--- src/sv/lupf_pkg.sv ---
`default_nettype none

package lupf_pkg;

  // Field and counter widths.
  localparam int COORD_W = 24;
  localparam int IDX_W   = 18;
  localparam int CFG_W   = 13;
  localparam int COL_W   = 12;
  localparam int ROW_W   = 6;

  // Row geometry limits and the judged window of columns.
  localparam logic [CFG_W-1:0] MAX_ROW_WIDTH = 13'd4096;
  localparam logic [CFG_W-1:0] MIN_ROW_WIDTH = 13'd1;
  localparam logic [COL_W-1:0] FIRST_JUDGED  = 12'd6;
  localparam logic [CFG_W-1:0] TAIL_MARGIN   = 13'd5;

  // Arithmetic widths: one multiplier lane, one digit of the wide products,
  // squared distances, squared ranges and the wide gap-test products.
  localparam int LANE_W  = 26;
  localparam int PROD_W  = 2 * LANE_W;
  localparam int CHUNK_W = 24;
  localparam int DIST_W  = 50;
  localparam int NORM_W  = 48;
  localparam int N1C_W   = 64;
  localparam int D200_W  = 56;
  localparam int WIDE_W  = 112;

  // Gap test constants: 39601 * n1 * n2 < (200 * dot)^2.
  localparam logic signed [LANE_W-1:0] GAP_NEAR = 26'sd39601;
  localparam logic signed [LANE_W-1:0] GAP_FAR  = 26'sd200;

  // Occluded run length and the offset of its start on the far side.
  localparam logic [2:0] OCCL_RUN  = 3'd6;
  localparam logic [2:0] OCCL_BACK = 3'd5;

  typedef logic signed [COORD_W-1:0] coord_t;
  typedef logic [IDX_W-1:0] idx_t;

  // One judged column: next point, judged point, previous point, flat index.
  typedef struct packed {
    coord_t cx;
    coord_t cy;
    coord_t cz;
    coord_t ix;
    coord_t iy;
    coord_t iz;
    coord_t mx;
    coord_t my;
    coord_t mz;
    idx_t   base;
  } job_t;

  // Outcome of both tests for one judged column.
  typedef struct packed {
    logic occl;
    logic far_side;
    logic par;
    idx_t base;
  } verdict_t;

  typedef struct packed {
    idx_t index;
    logic last;
  } res_t;

endpackage

`default_nettype wire

--- src/sv/lupf_emit.sv ---
`default_nettype none

module lupf_emit import lupf_pkg::*; (
  input  wire logic     clk_i,
  input  wire logic     rst_ni,
  input  wire logic     verdict_valid_i,
  input  wire verdict_t verdict_i,
  output logic          verdict_ready_o,
  output logic          empty_o,
  input  wire logic     pop_i,
  output idx_t          point_index_o,
  output logic          is_last_o
);

  typedef enum logic {ST_IDLE, ST_RUN} state_e;

  localparam int RES_DEPTH = 8;
  localparam int PTR_W     = $clog2(RES_DEPTH);

  state_e     state_q;
  verdict_t   v_q;
  logic [2:0] k_q;
  res_t       cur_res;
  logic       res_push, res_pop, res_full;
  logic       take;

  res_t             mem_q [RES_DEPTH];
  logic [PTR_W-1:0] wr_q, rd_q;
  logic [PTR_W:0]   cnt_q;

  // Current result of the running verdict: the occluded run, then the judged point.
  always_comb begin
    if (k_q < OCCL_RUN) begin
      cur_res.index = v_q.far_side ? v_q.base - IDX_W'(OCCL_BACK) + IDX_W'(k_q)
                                   : v_q.base + IDX_W'(1) + IDX_W'(k_q);
      cur_res.last  = (k_q == OCCL_RUN - 3'd1) && !v_q.par;
    end else begin
      cur_res.index = v_q.base;
      cur_res.last  = 1'b1;
    end
  end

  assign verdict_ready_o = (state_q == ST_IDLE);
  assign take            = verdict_valid_i && verdict_ready_o && (verdict_i.occl || verdict_i.par);
  assign res_full        = (cnt_q == (PTR_W+1)'(RES_DEPTH));
  assign res_push        = (state_q == ST_RUN) && !res_full;
  assign res_pop         = pop_i && !empty_o;

  // Result sequencer.
  always_ff @(posedge clk_i or negedge rst_ni) begin
    if (!rst_ni) begin
      state_q <= ST_IDLE;
      k_q     <= '0;
    end else begin
      unique case (state_q)
        ST_IDLE: begin
          if (take) begin
            state_q <= ST_RUN;
            k_q     <= verdict_i.occl ? 3'd0 : OCCL_RUN;
          end
        end
        ST_RUN: begin
          if (res_push) begin
            if (cur_res.last) begin
              state_q <= ST_IDLE;
            end else begin
              k_q <= k_q + 3'd1;
            end
          end
        end
        default: begin
          state_q <= ST_IDLE;
        end
      endcase
    end
  end

  always_ff @(posedge clk_i) begin
    if (take) begin
      v_q <= verdict_i;
    end
  end

  // Result queue; each beat leaves from its head.
  always_ff @(posedge clk_i or negedge rst_ni) begin
    if (!rst_ni) begin
      wr_q  <= '0;
      rd_q  <= '0;
      cnt_q <= '0;
    end else begin
      cnt_q <= cnt_q + (PTR_W+1)'(res_push) - (PTR_W+1)'(res_pop);
      if (res_push) begin
        wr_q <= wr_q + PTR_W'(1);
      end
      if (res_pop) begin
        rd_q <= rd_q + PTR_W'(1);
      end
    end
  end

  always_ff @(posedge clk_i) begin
    if (res_push) begin
      mem_q[wr_q] <= cur_res;
    end
  end

  assign empty_o       = (cnt_q == '0);
  assign point_index_o = mem_q[rd_q].index;
  assign is_last_o     = mem_q[rd_q].last;

endmodule

`default_nettype wire

--- config.mk ---
export PLATFORM = sky130hd
export DESIGN_NAME = lupf_emit
export DESIGN_NICKNAME = d
export VERILOG_FILES = /design/src/sv/lupf_pkg.sv /design/src/sv/lupf_emit.sv
export SDC_FILE = /design/constraint.sdc
export NUM_CORES = 1
export LEC_CHECK = 0
export ABC_AREA = 1
export BUFFER_PORTS_ARGS = -buffer_cell sky130_fd_sc_hd__buf_4
export CORE_ASPECT_RATIO = 0.9
export CORE_MARGIN = 4
export CORE_UTILIZATION = 56
export CTS_CLUSTER_DIAMETER = 80
export CTS_CLUSTER_SIZE = 25
export DETAILED_ROUTE_END_ITERATION = 7
export HOLD_SLACK_MARGIN = 0.1
export PLACE_DENSITY = 0.78
export SLEW_MARGIN = 20
export SYNTH_ARGS = -nofsm -noshare
export SYNTH_HDL_FRONTEND = slang
export SYNTH_SLANG_ARGS = --single-unit
export TNS_END_PERCENT = 1
--- constraint.sdc ---
create_clock -name clk_i -period 2.6 [get_ports clk_i]
set_input_delay 0.39 -clock clk_i [delete_from_list [all_inputs] [get_ports clk_i]]
set_output_delay 0.39 -clock clk_i [all_outputs]
set_load 0.02 [all_outputs]
==> Word-level counts from Yosys, hierarchy flattened <==
Memory sizes are Yosys's and may differ from the RTL's.
Index checks and enable logic that the tools add are counted.
{ "word_totals": {"reg_bits": 34, "ramBits": 152, "wordCells": 49, "n_memories": 1} }
{ "mem_list": {"columns": ["memory", "depth", "width", "rd", "rd_clocked_by_memory_dff", "write_ports", "line", "text"], "rows": [
  ["mem_q", 8, 19, 1, 0, 1, "lupf_emit.sv:27", "res_t mem_q [RES_DEPTH];"]
]} }
{ "op_classes": {"n_addsub": 9, "order_cmp": 1, "eq_ne": 5, "mux": 13, "n_bitwise": 1, "reduce_logical": 11} }
{ "ops": {"columns": ["operator", "n"], "rows": [
  ["adder 18 x 3 -> 18 bit", 2],
  ["2-to-1 mux 19 bit", 1],
  ["adder 18 x 1 -> 18 bit, second input constant", 1],
  ["2-to-1 mux 18 bit", 1],
  ["subtractor 18 x 3 -> 18 bit, second input constant", 1],
  ["2-to-1 mux 3 bit", 4],
  ["adder 3 x 1 -> 3 bit, second input constant", 3],
  ["one-hot mux 3 bit (2 select lines)", 1],
  ["logical AND 1 bit", 5],
  ["2-to-1 mux 1 bit", 5],
  ["adder 4 x 1 -> 4 bit", 1],
  ["equality test 4 bit, second input constant", 1],
  ["logical NOT 4 bit", 1],
  ["inequality test 2 x 1 -> 1 bit, second input constant", 2],
  ["subtractor 4 x 1 -> 4 bit", 1],
  ["equality test 3 bit, second input constant", 1],
  ["logical NOT 1 bit", 3],
  ["< comparator 3 bit, second input constant", 1],
  ["AND reduction 3 bit", 1],
  ["inequality test 2 bit, second input constant", 1],
  ["one-hot mux 1 bit (2 select lines)", 1],
  ["logical OR 1 bit", 1],
  ["NOT 1 bit", 1]
]} }

==> Logic depth before layout (Yosys ltp) <==
{ "depth": {"word_depth": 7, "depth_mapped": 17, "depth_no_buf": 17} }

==> Worst setup path after synthesis <==
No wires, ideal clock.
{ "synth_timing": {"kind": "flip-flop to flip-flop", "startpoint": "reg k_q[1]", "endpoint": "mem mem_q[0][16] in the netlist's numbering, data pin", "setup_ns": 0.224, "arrival_ns": 2.271, "required_ns": 2.376, "path_slack_ns": 0.105, "stages_incl_launch_ff": 16, "path_cell_list": "dfrtp_1 > inv_1 > ha_1 > inv_1 > ha_1 > inv_1 > fa_1 > inv_1 > nand3_1 > nand2_1 > nand2_1 > nand2_1 > nand2_1 > nand3_1 > nand3_1 > a21oi_1"} }
{ "synth_lines": {"columns": ["element", "line", "text"], "rows": [
  ["start: declaration", "lupf_emit.sv:22", "logic [2:0] k_q;"],
  ["start signal: assignment", "lupf_emit.sv:59", "k_q <= verdict_i.occl ? 3'd0 : OCCL_RUN;"],
  ["start signal: assignment", "lupf_emit.sv:67", "k_q <= k_q + 3'd1;"],
  ["end: declaration", "lupf_emit.sv:27", null]
]} }

==> impl_results.md <==
- TritonCTS Sinks: 186
- CTS buffer count: 17
- Number of levels in the clock H-tree: 4
- Post-Layout Inst Area: 10700 sq um
- IO Pins: 46
- Worst slack after detailed placement: -0.141 ns
- Post-Synthesis Cells: roughly 920
- Detailed Routing Iterations Pass 1: 5
- Synthesized flop and latch total: between 150 and 200
- Global-route wire length before repair: between 30000 and 40000 um
- Library cell occupying the most area in the post-synthesis netlist: sky130_fd_sc_hd__edfxtp_1
- Buffer levels on the longest clock path: 2
- Post-synthesis cell area: between 9000 and 10000 sq um
- Placed cell area: ~10000 sq um
- Congestion Overflow GR: 0
- Post-route ant nets: 0
- Vias per Instance: around 5.7
- Placed cell count: 1177
- Class of the most critical setup path: register to register
- Total power per unit cell area: around 1300 nW/um^2
- Time the worst path needs with I/O delays and setup: ~2.6 ns
- Share of Yosys cell area claimed by the top area cell type: between 50% and 60%
- Area growth from synthesis to layout: 16.3%
- Count of routing violations after the opening detailed-route iteration: roughly 600
- Clock slew at reported path FFs: 0.07 ns
- Hold violation count in the final report: 0
- Critical path endpoint category: register
- RSZ-0062 raised after global routing: yes
- Mean post-synth cell area: 10.0 sq um
- Drt total wl: between 20000 and 25000 um
- Clock network latency to the later pin of the worst-skew pair: between 0.4 and 0.5 ns
- Die X-Extent: about 140 um
- Max Transition Viols Final: 0
- HPWL after DPL: 13900 um
- Synth Net Count: roughly 990
- Fill count: about 1200
- Upper clock frequency limit: about 390 MHz
- Floorplan core area: around 16000 sq um
- Leakage power: ~4.3 nW
- Standard-cell rows: 44
- Cell at the root of the clock tree: sky130_fd_sc_hd__clkbuf_16
- Crit path launch type: register
- N_diodes: 0
- Number of standard cells in the layout, taps in and fillers out: 1211
- Sequential cell area fraction in the yosys report: between 50% and 60%
- Synth warn: 0
- Total of buffers placed on input and output ports: between 40 and 50
- Data arrival time at the worst-slack endpoint: between 2 and 3 ns
- Chip Height: ~130 um
- R2R setup slack: roughly 0.045 ns
- Setup Viol. Count Final: 0
- Required time of the worst setup path: 2.90 ns
- DIE AREA: 18500 sq um
- Via count of the first global-routing pass: 6582
- Post-Route Skew: between 0.01 and 0.015 ns
- Residual DRC count: 0
- Worst vdd ir: between 700 and 800 uV
- Count of max-cap constraint violations: 0
- Transition time at the pin with the least slew margin: around 0.98 ns
- Layout cells sized above 1: around 16%
- Number of vias in the routed layout: 6896
- Critical Path Fanout Max: 8
- Number of nets in the final layout: 1064
- Total Routing Usage GR: 24.3%
- Pin count of the biggest net entering global routing: between 50 and 60
- Starting density of the core: a little under three fifths
- Top cells by area, synth: sky130_fd_sc_hd__edfxtp_1 (56%), sky130_fd_sc_hd__nor2_1 (7.4%), sky130_fd_sc_hd__ha_1 (6.0%)
- Worst slew slack as a fraction of its limit: 33.9%
- Unique cell type count in the Yosys netlist: 34
- Post-route fraction of the period consumed by the critical path: 98.3%
- Average wire length per cell after detail routing: roughly 18 um
- CTS tree: yes
- Outcome: complete, no violations
- Antenna violations before repair: 0
- Routability congestion estimate from global placement: ~1.0
- Class of the most critical hold timing path: primary input to register
- Worst Setup Slack, final: approximately 0.045 ns
-- worst paths after layout --
path | from | endpoint | cells after the start
max | v_q[1] | mem_q[5][6] | 14
min | verdict_i[0] | v_q[0] | 1
max reg2reg | v_q[1] | mem_q[5][6] | 14
min reg2reg | wr_q[0] | wr_q[0] | 2
max in group asynchronous | rst_ni | rd_q[0] | 2
min in group asynchronous | rst_ni | rd_q[2] | 2
-- cell usage after synthesis --
master / n
sky130_fd_sc_hd__nor2_1: 182
sky130_fd_sc_hd__edfxtp_1: 172
sky130_fd_sc_hd__nand2_1: 141
sky130_fd_sc_hd__o21ai_0: 96
sky130_fd_sc_hd__inv_1: 84
sky130_fd_sc_hd__ha_1: 44
sky130_fd_sc_hd__a21oi_1: 30
sky130_fd_sc_hd__nand3_1: 30
sky130_fd_sc_hd__a31oi_1: 23
sky130_fd_sc_hd__clkbuf_1: 20
sky130_fd_sc_hd__o22ai_1: 19
sky130_fd_sc_hd__dfrtp_1: 14
sky130_fd_sc_hd__xor2_1: 14
sky130_fd_sc_hd__buf_2: 13
sky130_fd_sc_hd__nand3b_1: 5
sky130_fd_sc_hd__fa_1: 3
sky130_fd_sc_hd__nor3_1: 3
sky130_fd_sc_hd__o21ai_1: 3
sky130_fd_sc_hd__xnor2_1: 3
sky130_fd_sc_hd__nand2_2: 2
sky130_fd_sc_hd__or2_2: 2
sky130_fd_sc_hd__a21boi_2: 1
sky130_fd_sc_hd__a21oi_2: 1
sky130_fd_sc_hd__and2_1: 1
sky130_fd_sc_hd__buf_1: 1
sky130_fd_sc_hd__buf_4: 1
sky130_fd_sc_hd__inv_2: 1
sky130_fd_sc_hd__nand3_2: 1
sky130_fd_sc_hd__nand4_1: 1
sky130_fd_sc_hd__nor2_4: 1
sky130_fd_sc_hd__o21ai_2: 1
sky130_fd_sc_hd__o21ai_4: 1
sky130_fd_sc_hd__o21bai_1: 1
sky130_fd_sc_hd__o22ai_2: 1
-- cells in the final DEF (no fill, tap or decap), types with 3 or more instances in the layout --
master,synthesis,layout
sky130_fd_sc_hd__xnor2_1,3,3
sky130_fd_sc_hd__nand2_2,2,8
sky130_fd_sc_hd__o22ai_1,19,19
sky130_fd_sc_hd__buf_4,1,86
sky130_fd_sc_hd__clkinvlp_4,0,3
sky130_fd_sc_hd__a21oi_4,0,3
sky130_fd_sc_hd__clkbuf_16,0,17
sky130_fd_sc_hd__inv_1,84,80
sky130_fd_sc_hd__inv_6,0,4
sky130_fd_sc_hd__dfrtp_1,14,13
sky130_fd_sc_hd__nand3b_1,5,5
sky130_fd_sc_hd__edfxtp_1,172,172
sky130_fd_sc_hd__inv_2,1,4
sky130_fd_sc_hd__a21oi_1,30,27
sky130_fd_sc_hd__o21ai_1,3,3
sky130_fd_sc_hd__nor2_1,182,174
sky130_fd_sc_hd__o21ai_0,96,95
sky130_fd_sc_hd__a31oi_1,23,23
sky130_fd_sc_hd__nand3_1,30,30
sky130_fd_sc_hd__ha_1,44,43
sky130_fd_sc_hd__nand2_1,141,135
sky130_fd_sc_hd__nor3_1,3,3
sky130_fd_sc_hd__buf_12,0,3
sky130_fd_sc_hd__xor2_1,14,14
sky130_fd_sc_hd__nor2_2,0,8
-- report_power, final --
| group | internal, W | switching, W |
|---|---|---|
| clock network | 0.00142 | 0.00112 |
| registers | 0.00453 | 0.000268 |
| logic | 0.00208 | 0.00395 |
-- critical path: stages, from the launching register on --
cell and delay [ns]:
sky130_fd_sc_hd__edfxtp_1 0.40, sky130_fd_sc_hd__inv_1 0.08, sky130_fd_sc_hd__ha_1 0.24, sky130_fd_sc_hd__inv_1 0.06, sky130_fd_sc_hd__ha_2 0.17, sky130_fd_sc_hd__inv_1 0.06, sky130_fd_sc_hd__fa_2 0.33, sky130_fd_sc_hd__inv_2 0.07
sky130_fd_sc_hd__nand3_1 0.07, sky130_fd_sc_hd__nand2_2 0.10, sky130_fd_sc_hd__buf_4 0.11, sky130_fd_sc_hd__xor2_1 0.14, sky130_fd_sc_hd__nand2_1 0.06, sky130_fd_sc_hd__a31oi_1 0.33, sky130_fd_sc_hd__buf_4 0.22
-- cell type report --
class / count / area [sq um] / share of cell area, %
clock buffer: 19 / 433 / 4.05
timing repair buffer: 92 / 737 / 6.89
clock inverter: 12 / 140 / 1.31
tap: 207 / 259 / 2.42
multi-input combinational: 610 / 3280 / 30.7
sequential: 186 / 5520 / 51.6
inverter: 85 / 323 / 3.02
-- repair_timing --
action / 4_1_cts / 5_1_grt
pin swaps: 0 / 5
hold endpoints to repair: 14 / 1
setup buffers: 0 / 1
hold buffers: 1 / 1
gates resized for setup: 5 / 15
setup endpoints to repair: 32 / 78
-- metal layers --
layer	part of all wire [%]	GRT usage, %
met1	41	31.5
met2	49	39.0
met3	7.3	5.90
met4	3.4	11.1
met5	0	0
-- state kept, by name, summed over array words and instances, names as in the netlist --
register,cells
k_q,3
mem_q,152
rd_q,3
cnt_q,4
wr_q,3
state_q,1
v_q,20
-- logic make-up after synthesis --
logic type      Yosys count  synth area share, %
xor+xnor                 17                 1.62
flops                   186                 60.0
compound gates          177                 10.6
fa+ha+maj                47                 6.64
buf+inv                 120                 5.12
simple gates            369                 16.0
-- stage by stage --
stage / TNS (ns) / hold WS, ns / total power (W) / util, %
detailed placement: -2.84 / 0.257 / 0.0107 / 62.2
global route: -1.61 / 0.101 / 0.0142 / 66.3
floorplan: 0 / 0.0944 / 0.00846 / -
CTS: 0 / 0.104 / 0.0133 / 65.9
global placement: 0 / 0.256 / 0.0105 / 62.2
finish: 0 / 0.120 / 0.0134 / 66.3
Power figures use the tool's default switching activity.
