===== src/sv/lupf_pkg.sv =====
`default_nettype none

package lupf_pkg;

  // Field and counter widths.
  localparam int COORD_W = 24;
  localparam int IDX_W   = 18;
  localparam int CFG_W   = 13;
  localparam int COL_W   = 12;
  localparam int ROW_W   = 6;

  // Row geometry limits and the judged window of columns.
  localparam logic [CFG_W-1:0] MAX_ROW_WIDTH = 13'd4096;
  localparam logic [CFG_W-1:0] MIN_ROW_WIDTH = 13'd1;
  localparam logic [COL_W-1:0] FIRST_JUDGED  = 12'd6;
  localparam logic [CFG_W-1:0] TAIL_MARGIN   = 13'd5;

  // Arithmetic widths: one multiplier lane, one digit of the wide products,
  // squared distances, squared ranges and the wide gap-test products.
  localparam int LANE_W  = 26;
  localparam int PROD_W  = 2 * LANE_W;
  localparam int CHUNK_W = 24;
  localparam int DIST_W  = 50;
  localparam int NORM_W  = 48;
  localparam int N1C_W   = 64;
  localparam int D200_W  = 56;
  localparam int WIDE_W  = 112;

  // Gap test constants: 39601 * n1 * n2 < (200 * dot)^2.
  localparam logic signed [LANE_W-1:0] GAP_NEAR = 26'sd39601;
  localparam logic signed [LANE_W-1:0] GAP_FAR  = 26'sd200;

  // Occluded run length and the offset of its start on the far side.
  localparam logic [2:0] OCCL_RUN  = 3'd6;
  localparam logic [2:0] OCCL_BACK = 3'd5;

  typedef logic signed [COORD_W-1:0] coord_t;
  typedef logic [IDX_W-1:0] idx_t;

  // One judged column: next point, judged point, previous point, flat index.
  typedef struct packed {
    coord_t cx;
    coord_t cy;
    coord_t cz;
    coord_t ix;
    coord_t iy;
    coord_t iz;
    coord_t mx;
    coord_t my;
    coord_t mz;
    idx_t   base;
  } job_t;

  // Outcome of both tests for one judged column.
  typedef struct packed {
    logic occl;
    logic far_side;
    logic par;
    idx_t base;
  } verdict_t;

  typedef struct packed {
    idx_t index;
    logic last;
  } res_t;

endpackage

`default_nettype wire


===== src/sv/lupf_front.sv =====
`default_nettype none

module lupf_front import lupf_pkg::*; (
  input  wire logic             clk_i,
  input  wire logic             rst_ni,
  input  wire logic             cfg_we_i,
  input  wire logic [CFG_W-1:0] cfg_data_i,
  input  wire logic             push_i,
  output logic                  full_o,
  input  wire coord_t           point_x_i,
  input  wire coord_t           point_y_i,
  input  wire coord_t           point_z_i,
  input  wire logic             start_of_cloud_i,
  output logic                  job_valid_o,
  output job_t                  job_o,
  input  wire logic             job_ready_i
);

  logic [CFG_W-1:0] row_width_q;
  logic [CFG_W-1:0] w_eff;
  logic [COL_W-1:0] col_q, col_d, col_cur;
  logic [ROW_W-1:0] row_q, row_d, row_cur;
  logic [CFG_W-1:0] col_inc;
  logic [IDX_W:0]   base_full;
  logic             judge;
  logic             accept;
  coord_t           h0x_q, h0y_q, h0z_q, h1x_q, h1y_q, h1z_q;

  job_t       jq_q [2];
  logic [1:0] cnt_q;
  logic       wr_q, rd_q;
  logic       push_j, pop_j;

  // Width register, clamped to the supported range where it is used.
  always_ff @(posedge clk_i or negedge rst_ni) begin
    if (!rst_ni) begin
      row_width_q <= MAX_ROW_WIDTH;
    end else if (cfg_we_i) begin
      row_width_q <= cfg_data_i;
    end
  end

  always_comb begin
    if (row_width_q < MIN_ROW_WIDTH) begin
      w_eff = MIN_ROW_WIDTH;
    end else if (row_width_q > MAX_ROW_WIDTH) begin
      w_eff = MAX_ROW_WIDTH;
    end else begin
      w_eff = row_width_q;
    end
  end

  // Position of the arriving point and the judgment of the column before it.
  assign col_cur   = start_of_cloud_i ? '0 : col_q;
  assign row_cur   = start_of_cloud_i ? '0 : row_q;
  assign judge     = (col_cur >= FIRST_JUDGED) && ({1'b0, col_cur} + TAIL_MARGIN < w_eff);
  assign base_full = (IDX_W+1)'(row_cur) * (IDX_W+1)'(w_eff) + (IDX_W+1)'(col_cur)
                     - (IDX_W+1)'(1);
  assign col_inc   = {1'b0, col_cur} + CFG_W'(1);

  always_comb begin
    if (col_inc >= w_eff) begin
      col_d = '0;
      row_d = row_cur + ROW_W'(1);
    end else begin
      col_d = col_inc[COL_W-1:0];
      row_d = row_cur;
    end
  end

  assign accept = push_i && !full_o;
  assign push_j = accept && judge;
  assign pop_j  = job_valid_o && job_ready_i;

  // Counters and the two held points of the row.
  always_ff @(posedge clk_i or negedge rst_ni) begin
    if (!rst_ni) begin
      col_q <= '0;
      row_q <= '0;
      h0x_q <= '0;
      h0y_q <= '0;
      h0z_q <= '0;
      h1x_q <= '0;
      h1y_q <= '0;
      h1z_q <= '0;
    end else if (accept) begin
      col_q <= col_d;
      row_q <= row_d;
      h1x_q <= h0x_q;
      h1y_q <= h0y_q;
      h1z_q <= h0z_q;
      h0x_q <= point_x_i;
      h0y_q <= point_y_i;
      h0z_q <= point_z_i;
    end
  end

  // Two-entry job queue toward the arithmetic unit.
  always_ff @(posedge clk_i or negedge rst_ni) begin
    if (!rst_ni) begin
      cnt_q <= '0;
      wr_q  <= 1'b0;
      rd_q  <= 1'b0;
    end else begin
      cnt_q <= cnt_q + 2'(push_j) - 2'(pop_j);
      if (push_j) begin
        wr_q <= ~wr_q;
      end
      if (pop_j) begin
        rd_q <= ~rd_q;
      end
    end
  end

  always_ff @(posedge clk_i) begin
    if (push_j) begin
      jq_q[wr_q] <= '{cx: point_x_i, cy: point_y_i, cz: point_z_i,
                      ix: h0x_q, iy: h0y_q, iz: h0z_q,
                      mx: h1x_q, my: h1y_q, mz: h1z_q,
                      base: base_full[IDX_W-1:0]};
    end
  end

  assign full_o      = (cnt_q == 2'd2);
  assign job_valid_o = (cnt_q != 2'd0);
  assign job_o       = jq_q[rd_q];

endmodule

`default_nettype wire


===== config.mk =====
export PLATFORM = sky130hd
export DESIGN_NAME = lupf_front
export DESIGN_NICKNAME = d
export VERILOG_FILES = /design/src/sv/lupf_pkg.sv /design/src/sv/lupf_front.sv
export SDC_FILE = /design/constraint.sdc
export NUM_CORES = 1
export LEC_CHECK = 0
export BUFFER_PORTS_ARGS = -buffer_cell sky130_fd_sc_hd__buf_2
export CAP_MARGIN = 25
export CORE_ASPECT_RATIO = 1.4
export CORE_UTILIZATION = 30
export DETAILED_ROUTE_END_ITERATION = 16
export REMOVE_ABC_BUFFERS = 1
export SYNTH_ARGS = -nofsm -noshare
export SYNTH_HDL_FRONTEND = slang
export SYNTH_SLANG_ARGS = --single-unit

===== constraint.sdc =====
create_clock -name clk_i -period 15.6 [get_ports clk_i]
set_input_delay 1.56 -clock clk_i [delete_from_list [all_inputs] [get_ports clk_i]]
set_output_delay 1.56 -clock clk_i [all_outputs]
set_load 0.005 [all_outputs]

### After elaboration in Yosys (flattened, before gate mapping)

Memory sizes are Yosys's and may differ from the RTL's.
Index checks and enable logic that the tools add are counted.

| cells by class | value |
|---|---|
| add/sub/neg operators | 7 |
| $mul | 1 |
| order comparisons | 5 |
| equality and inequality tests | 1 |
| muxes and demuxes | 8 |
| bitwise gates (word level) | 2 |
| reductions and logical operators | 6 |

Operators by type and width:

| kind | count |
|---|---|
| 13-bit 2-to-1 mux | 2 |
| 12-bit 2-to-1 mux | 2 |
| 18-bit by 12-bit adder with 18-bit output | 1 |
| 6-bit by 13-bit multiplier with 18-bit output | 1 |
| 18-bit by 1-bit subtractor with 18-bit output (second input constant) | 1 |
| 12-bit by 1-bit adder with 13-bit output (second input constant) | 1 |
| 12-bit by 3-bit adder with 13-bit output (second input constant) | 1 |
| 13-bit greater-or-equal comparator | 1 |
| 13-bit greater-than comparator (second input constant) | 1 |
| 13-bit by 1-bit < comparator with 1-bit output (second input constant) | 1 |
| 13-bit < comparator | 1 |
| 12-bit by 3-bit greater-or-equal comparator with 1-bit output (second input constant) | 1 |
| 6-bit 2-to-1 mux | 2 |
| 6-bit by 1-bit adder with 6-bit output (second input constant) | 1 |
| 1-bit logical AND | 4 |
| 2-bit by 1-bit adder with 2-bit output | 1 |
| 2-bit equality test (second input constant) | 1 |
| 1-bit 2-to-1 mux | 2 |
| 1-bit inverter | 2 |
| 2-bit nonzero test | 1 |
| 2-bit by 1-bit subtractor with 2-bit output | 1 |
| 1-bit zero test | 1 |

| storage, ports and cells | value |
|---|---|
| register bits | 179 |
| bits in writable memories | 468 |
| bits of input ports | 91 |
| output and inout bits | 236 |
| logic and storage cells | 43 |
| memories | 1 |

Memories:

| memory | depth | bits a word | read ports | clocked after memory_dff | wr ports | RTL line | RTL |
|---|---|---|---|---|---|---|---|
| jq_q | 2 | 234 | 1 | 0 | 1 | lupf_front.sv:29 | `job_t jq_q [2];` |

### Longest topological paths before layout

| depth | value |
|---|---|
| word-level depth | 8 |
| depth in mapped cells | 21 |
| gate-level depth less buffers | 19 |

### Worst setup path after synthesis

Ideal clock, no wire load.

| timing | value |
|---|---|
| path type | input port to flip-flop |
| start point | in start_of_cloud_i |
| end point | mem jq_q[0][0] in the netlist's numbering, enable pin |
| library setup time | 0.832 ns |
| data arrival time | 13.744 ns |
| setup slack | 1.024 ns |
| cell stages on the path | 14 |
| buffers on the path | 3 |
| cell sequence | buf_2 -> buf_2 -> clkbuf_1 -> nor2b_1 -> ha_1 -> nor2_1 -> nor4_1 -> xor2_1 -> ha_1 -> a211o_1 -> nor3_1 -> nand3_1 -> a31o_2 -> nor2_1 |

| on the way | value |
|---|---|
| longest elaborated chain between the ends | 7 |
| elaborated cells on any way between the ends | 8 |
| classes of those cells | add/sub (1); order compare (2); mux (3); reduce/logical (2) |

RTL lines:

| item | RTL line | RTL |
|---|---|---|
| start, declared | lupf_front.sv:13 | `input wire logic start_of_cloud_i,` |
| 12-bit 2-to-1 mux * | lupf_front.sv:54 | `assign col_cur = start_of_cloud_i ? '0 : col_q;` |
| 12-bit by 3-bit adder with 13-bit output | lupf_front.sv:56 | `assign judge = (col_cur >= FIRST_JUDGED) && ({1'b0, col_cur} + TAIL_MARGIN < w_eff);` |
| 13-bit < comparator | lupf_front.sv:56 |  |
| 1-bit logical AND * | lupf_front.sv:56 |  |
| 1-bit logical AND * | lupf_front.sv:72 | `assign push_j = accept && judge;` |
| 1-bit 2-to-1 mux * | lupf_front.sv:116 | `if (push_j) begin` |
| 1-bit 2-to-1 mux (implied by the code) * | lupf_front.sv:117 | `jq_q[wr_q] <= '{cx: point_x_i, cy: point_y_i, cz: point_z_i,` |
| end, declared | lupf_front.sv:29 |  |

Every way passes the cells marked *; elsewhere a longest branch is shown, timed or not.

### Worst setup path in the final report

| timing | value |
|---|---|
| start point | in start_of_cloud_i |
| end point | mem jq_q[0][15] in the netlist's numbering (data pin) |

| on the way | value |
|---|---|
| longest elaborated chain between the ends | 4 |
| elaborated cells on any way between the ends | 5 |
| classes of those cells | add/sub (2); mul (1); mux (2) |

RTL lines:

| item | RTL line | RTL |
|---|---|---|
| 6-bit 2-to-1 mux | lupf_front.sv:55 | `assign row_cur = start_of_cloud_i ? '0 : row_q;` |
| 6-bit by 13-bit multiplier with 18-bit output | lupf_front.sv:57 | `assign base_full = (IDX_W+1)'(row_cur) * (IDX_W+1)'(w_eff) + (IDX_W+1)'(col_cur)` |
| 18-bit by 12-bit adder with 18-bit output * | lupf_front.sv:57 |  |
| 18-bit by 1-bit subtractor with 18-bit output * | lupf_front.sv:58 | `- (IDX_W+1)'(1);` |
| via base_full[15] | lupf_front.sv:24 | `logic [IDX_W:0] base_full;` |

The timed path passes the listed nets; every way through them passes the cells marked *.

==> results.sh <==
export IMPL_r2r_slack_ns=9.50
export IMPL_comb_power_share=0.229
export IMPL_ys_ff_latch=647
export IMPL_clock_latency_ns=0.63
export IMPL_fin_crit_ns=6.285
export IMPL_synth_common_cells="nand2_1, edfxtp_1, mux2_2"
export IMPL_postCtsHoldBufs=0
export IMPL_die_h_um=363.5
export IMPL_synth_edf_count=468
export IMPL_yosysUniqueCellTypes=62
export IMPL_synth_flop_cell="edfxtp_1"
export IMPL_syn_to_final_growth_pct=18.17
export IMPL_hpwlAfterDp_mm=40.77
export IMPL_power_frac_seq=0.464
export IMPL_place_port_buffers=326
export IMPL_min_to="jq_q[1][27]"
export IMPL_yosysMostFrequentCell="nand2_1"
export IMPL_period_share=0.4029
export IMPL_synth_top_cell_by_area="edfxtp_1"
export IMPL_synthCells=2041
export IMPL_synth_seq_area_share=0.6617
export IMPL_ys_warn_count=0
export IMPL_h_tree_depth=3
export IMPL_reg2reg_to="jq_q[0][15]"
export IMPL_tritoncts="built"
export IMPL_timing_rr_start="row_width_q[9]"
export IMPL_cp_cell_sequence="buf_2, nand2b_1, nor2_1, nand2_1, fa_1, inv_1, fa_1, fa_1, inv_1, fa_1, inv_1, ha_1, and3_1, and3_1, a21oi_2, a21oi_2, or4_1, nand4_1"
export IMPL_finalSetupTns_ns=0
export IMPL_viasPerCell=4.469
export IMPL_seq_area_um2=18540
export IMPL_p_sw_frac=0.2898
export IMPL_n_fill_cell=9034
export IMPL_rows=132
export IMPL_start_util=0.3028
export IMPL_clockPowerShare=0.307
export IMPL_cpPeakStageDelay_ns=0.56
export IMPL_hp_class="reg2reg"
export IMPL_grt_max_degree=132
export IMPL_multi_input_area_um2=8668
export IMPL_crit_fanout=33
export IMPL_worst_ir_drop_vdd_uv=153.4
export IMPL_worstMarginPinSlew_ns=1.084
export IMPL_cts_buffers=66
export IMPL_hold_viol=0
export IMPL_final_cells=3615
export IMPL_arrival_ns=6.74
export IMPL_cts_root_buffer="clkbuf_16"
export IMPL_maxSlewHeadroom=0.2776
export IMPL_fmax_ghz=0.1591
export IMPL_core_area_um2=92490
export IMPL_post_place_cells=3497
export IMPL_crit_buf_inv=4
export IMPL_vias=16160
export IMPL_synthTopCellsByArea="edfxtp_1, dfrtp_1, mux2_2, nand2_1, fa_1"
export IMPL_crit_family="adder cells"
export IMPL_power_density_nw_per_um2=153.8
export IMPL_min_from="h1z_q[9]"
export IMPL_rr_worst_depth=18
export IMPL_ant_nets=0
export IMPL_crit_type="in2reg"
export IMPL_post_cts_buffers=0
export IMPL_p_leak_uw=0.01344
export IMPL_grt_total_usage=0.1300
export IMPL_clk_path_buf_depth=3
export IMPL_intPower_uw=3616
export IMPL_worstPathRequired_ns=16.05
export IMPL_die_area_um2=94600
export IMPL_routed_wl_mm=62.16
export IMPL_netlist_area_um2=28010
export IMPL_cts_resized=0
export IMPL_holdPathStages=0
export IMPL_outcome="complete, no violations"
export IMPL_grt_overflow_total=0
export IMPL_max_cap_violations=0
export IMPL_route_detailed_drc=0
export IMPL_post_route_cells_drive_above_1_share=0.2936
export IMPL_slew_viol_final=0
export IMPL_fin_skew_ns=0.03641
export IMPL_synthArstFlopShare=0.2767
export IMPL_firstDrtPassIters=4
export IMPL_wl_per_cell_um=17.20
export IMPL_die_w_um=260.2
export IMPL_cp_slowest_cell="fa_1"
export IMPL_path_clk_slew_ns=0.07
export IMPL_endpoint_kind="register"
export IMPL_p_total_uw=5091
export IMPL_setup_viol=0
export IMPL_cpMostUsedCell="fa_1"
export IMPL_grt_antenna_before_repair=2
export IMPL_yosysTopAreaCellShare=0.5018
export IMPL_p_switching_uw=1475
export IMPL_avgSynthCellArea_um2=13.72
export IMPL_crit_path_start_kind="primary input"
export IMPL_nNetsFinal=2578
export IMPL_pin_count=327
export IMPL_gp_congestion=0.8421
export IMPL_cts_sinks=647
export IMPL_drt_iter0_markers=883
export IMPL_rsz0062_at_grt="no"
export IMPL_grt_pass1_wl_mm=94.32
export IMPL_grt_pass1_vias=16330
-- kinds of logic (layout without fill, tap and decap cells) --
group	Yosys count	in the layout	share of synthesized area
compound gates	91	91	0.02211
xor+xnor	37	37	0.01157
fa+ha+maj	128	128	0.07300
buf+inv	212	579	0.02966
flops	647	647	0.6617
mux	248	248	0.09962
other cells	0	1	0
simple gates	678	678	0.1023
-- registers in the layout (all words and copies together) (netlist names) --
signal	flops
row_q	6
h0y_q	24
h0z_q	24
row_width_q	13
col_q	12
h0x_q	24
jq_q	468
h1z_q	24
h1x_q	24
rd_q	1
cnt_q	2
wr_q	1
h1y_q	24
-- metrics by stage --
stage / instance area (um2) / utilization / hold slack, ns / setup slack (ns)
after global routing: 33090 / 0.3578 / 0.4744 / 9.008
after CTS: 33090 / 0.3578 / 0.4508 / 9.396
after global placement: 30950 / 0.3346 / 0.4448 / 8.786
final: 33100 / 0.3578 / 0.4549 / 9.315
after floorplan: 27630 / - / 0.4419 / 0.5241
after detailed placement: 30950 / 0.3346 / 0.4515 / 8.722
-- metal layers --
metal  vias up  GRT usage  wire length [um]
met5         -          0                 0
met4         0    0.05458              1826
met3        91    0.02433              2876
met2       346     0.2302             31940
met1      8045     0.1528             25520
li1       7673          -                 -
-- worst max-delay path by stage --
| stage | slack (ns) | from | end | cells after the start |
|---|---|---|---|---|
| 3_5_place_dp | 8.72 | start_of_cloud_i | jq_q[1][15] | 18 |
| 2_1_floorplan | 0.52 | push_i | jq_q[0][0] | 5 |
| 4_1_cts | 9.40 | start_of_cloud_i | jq_q[0][15] | 18 |
| 6_report | 9.32 | start_of_cloud_i | jq_q[0][15] | 18 |
| 3_3_place_gp | 8.79 | start_of_cloud_i | jq_q[0][15] | 18 |
| 5_1_grt | 9.01 | start_of_cloud_i | jq_q[1][16] | 18 |
-- power by group through the flow --
| stage | Combinational [uW] | Sequential [uW] | Clock, uW |
|---|---|---|---|
| detailed placement | 1190 | 2400 | 0 |
| floorplan | 808 | 2410 | 0 |
| global route | 1300 | 2400 | 1680 |
| CTS | 1200 | 2370 | 1620 |
| finish | 1160 | 2360 | 1560 |
| global placement | 1180 | 2390 | 0 |
-- final cells by class --
| class | instances | share of cell area |
|---|---|---|
| well taps | 1206 | 0.04559 |
| clock buffers | 91 | 0.05682 |
| flip-flops and latches | 647 | 0.5601 |
| clock inverters | 26 | 0.007939 |
| multi-input cells | 1182 | 0.2619 |
| diodes | 1 | 0.00007561 |
| repair buffers | 342 | 0.05395 |
| inverters | 120 | 0.01361 |
-- placed cells by master, fill, tap and decap left out, types with 12 or more instances in the layout --
cell type	synthesis	layout
and2_1	19	18
clkbuf_16	0	70
inv_1	118	118
ha_1	69	69
and3_1	12	12
mux2_2	246	246
clkbuf_1	51	16
edfxtp_1	468	468
a21oi_1	18	18
fa_1	59	59
xnor2_1	28	28
nor3_1	15	15
buf_2	28	325
o21ai_0	24	24
nand2_1	531	530
buf_4	0	14
nor2_1	30	28
nor2b_1	15	15
nand3_1	13	13
dfrtp_1	178	177
(Power assumes the default switching activity.)
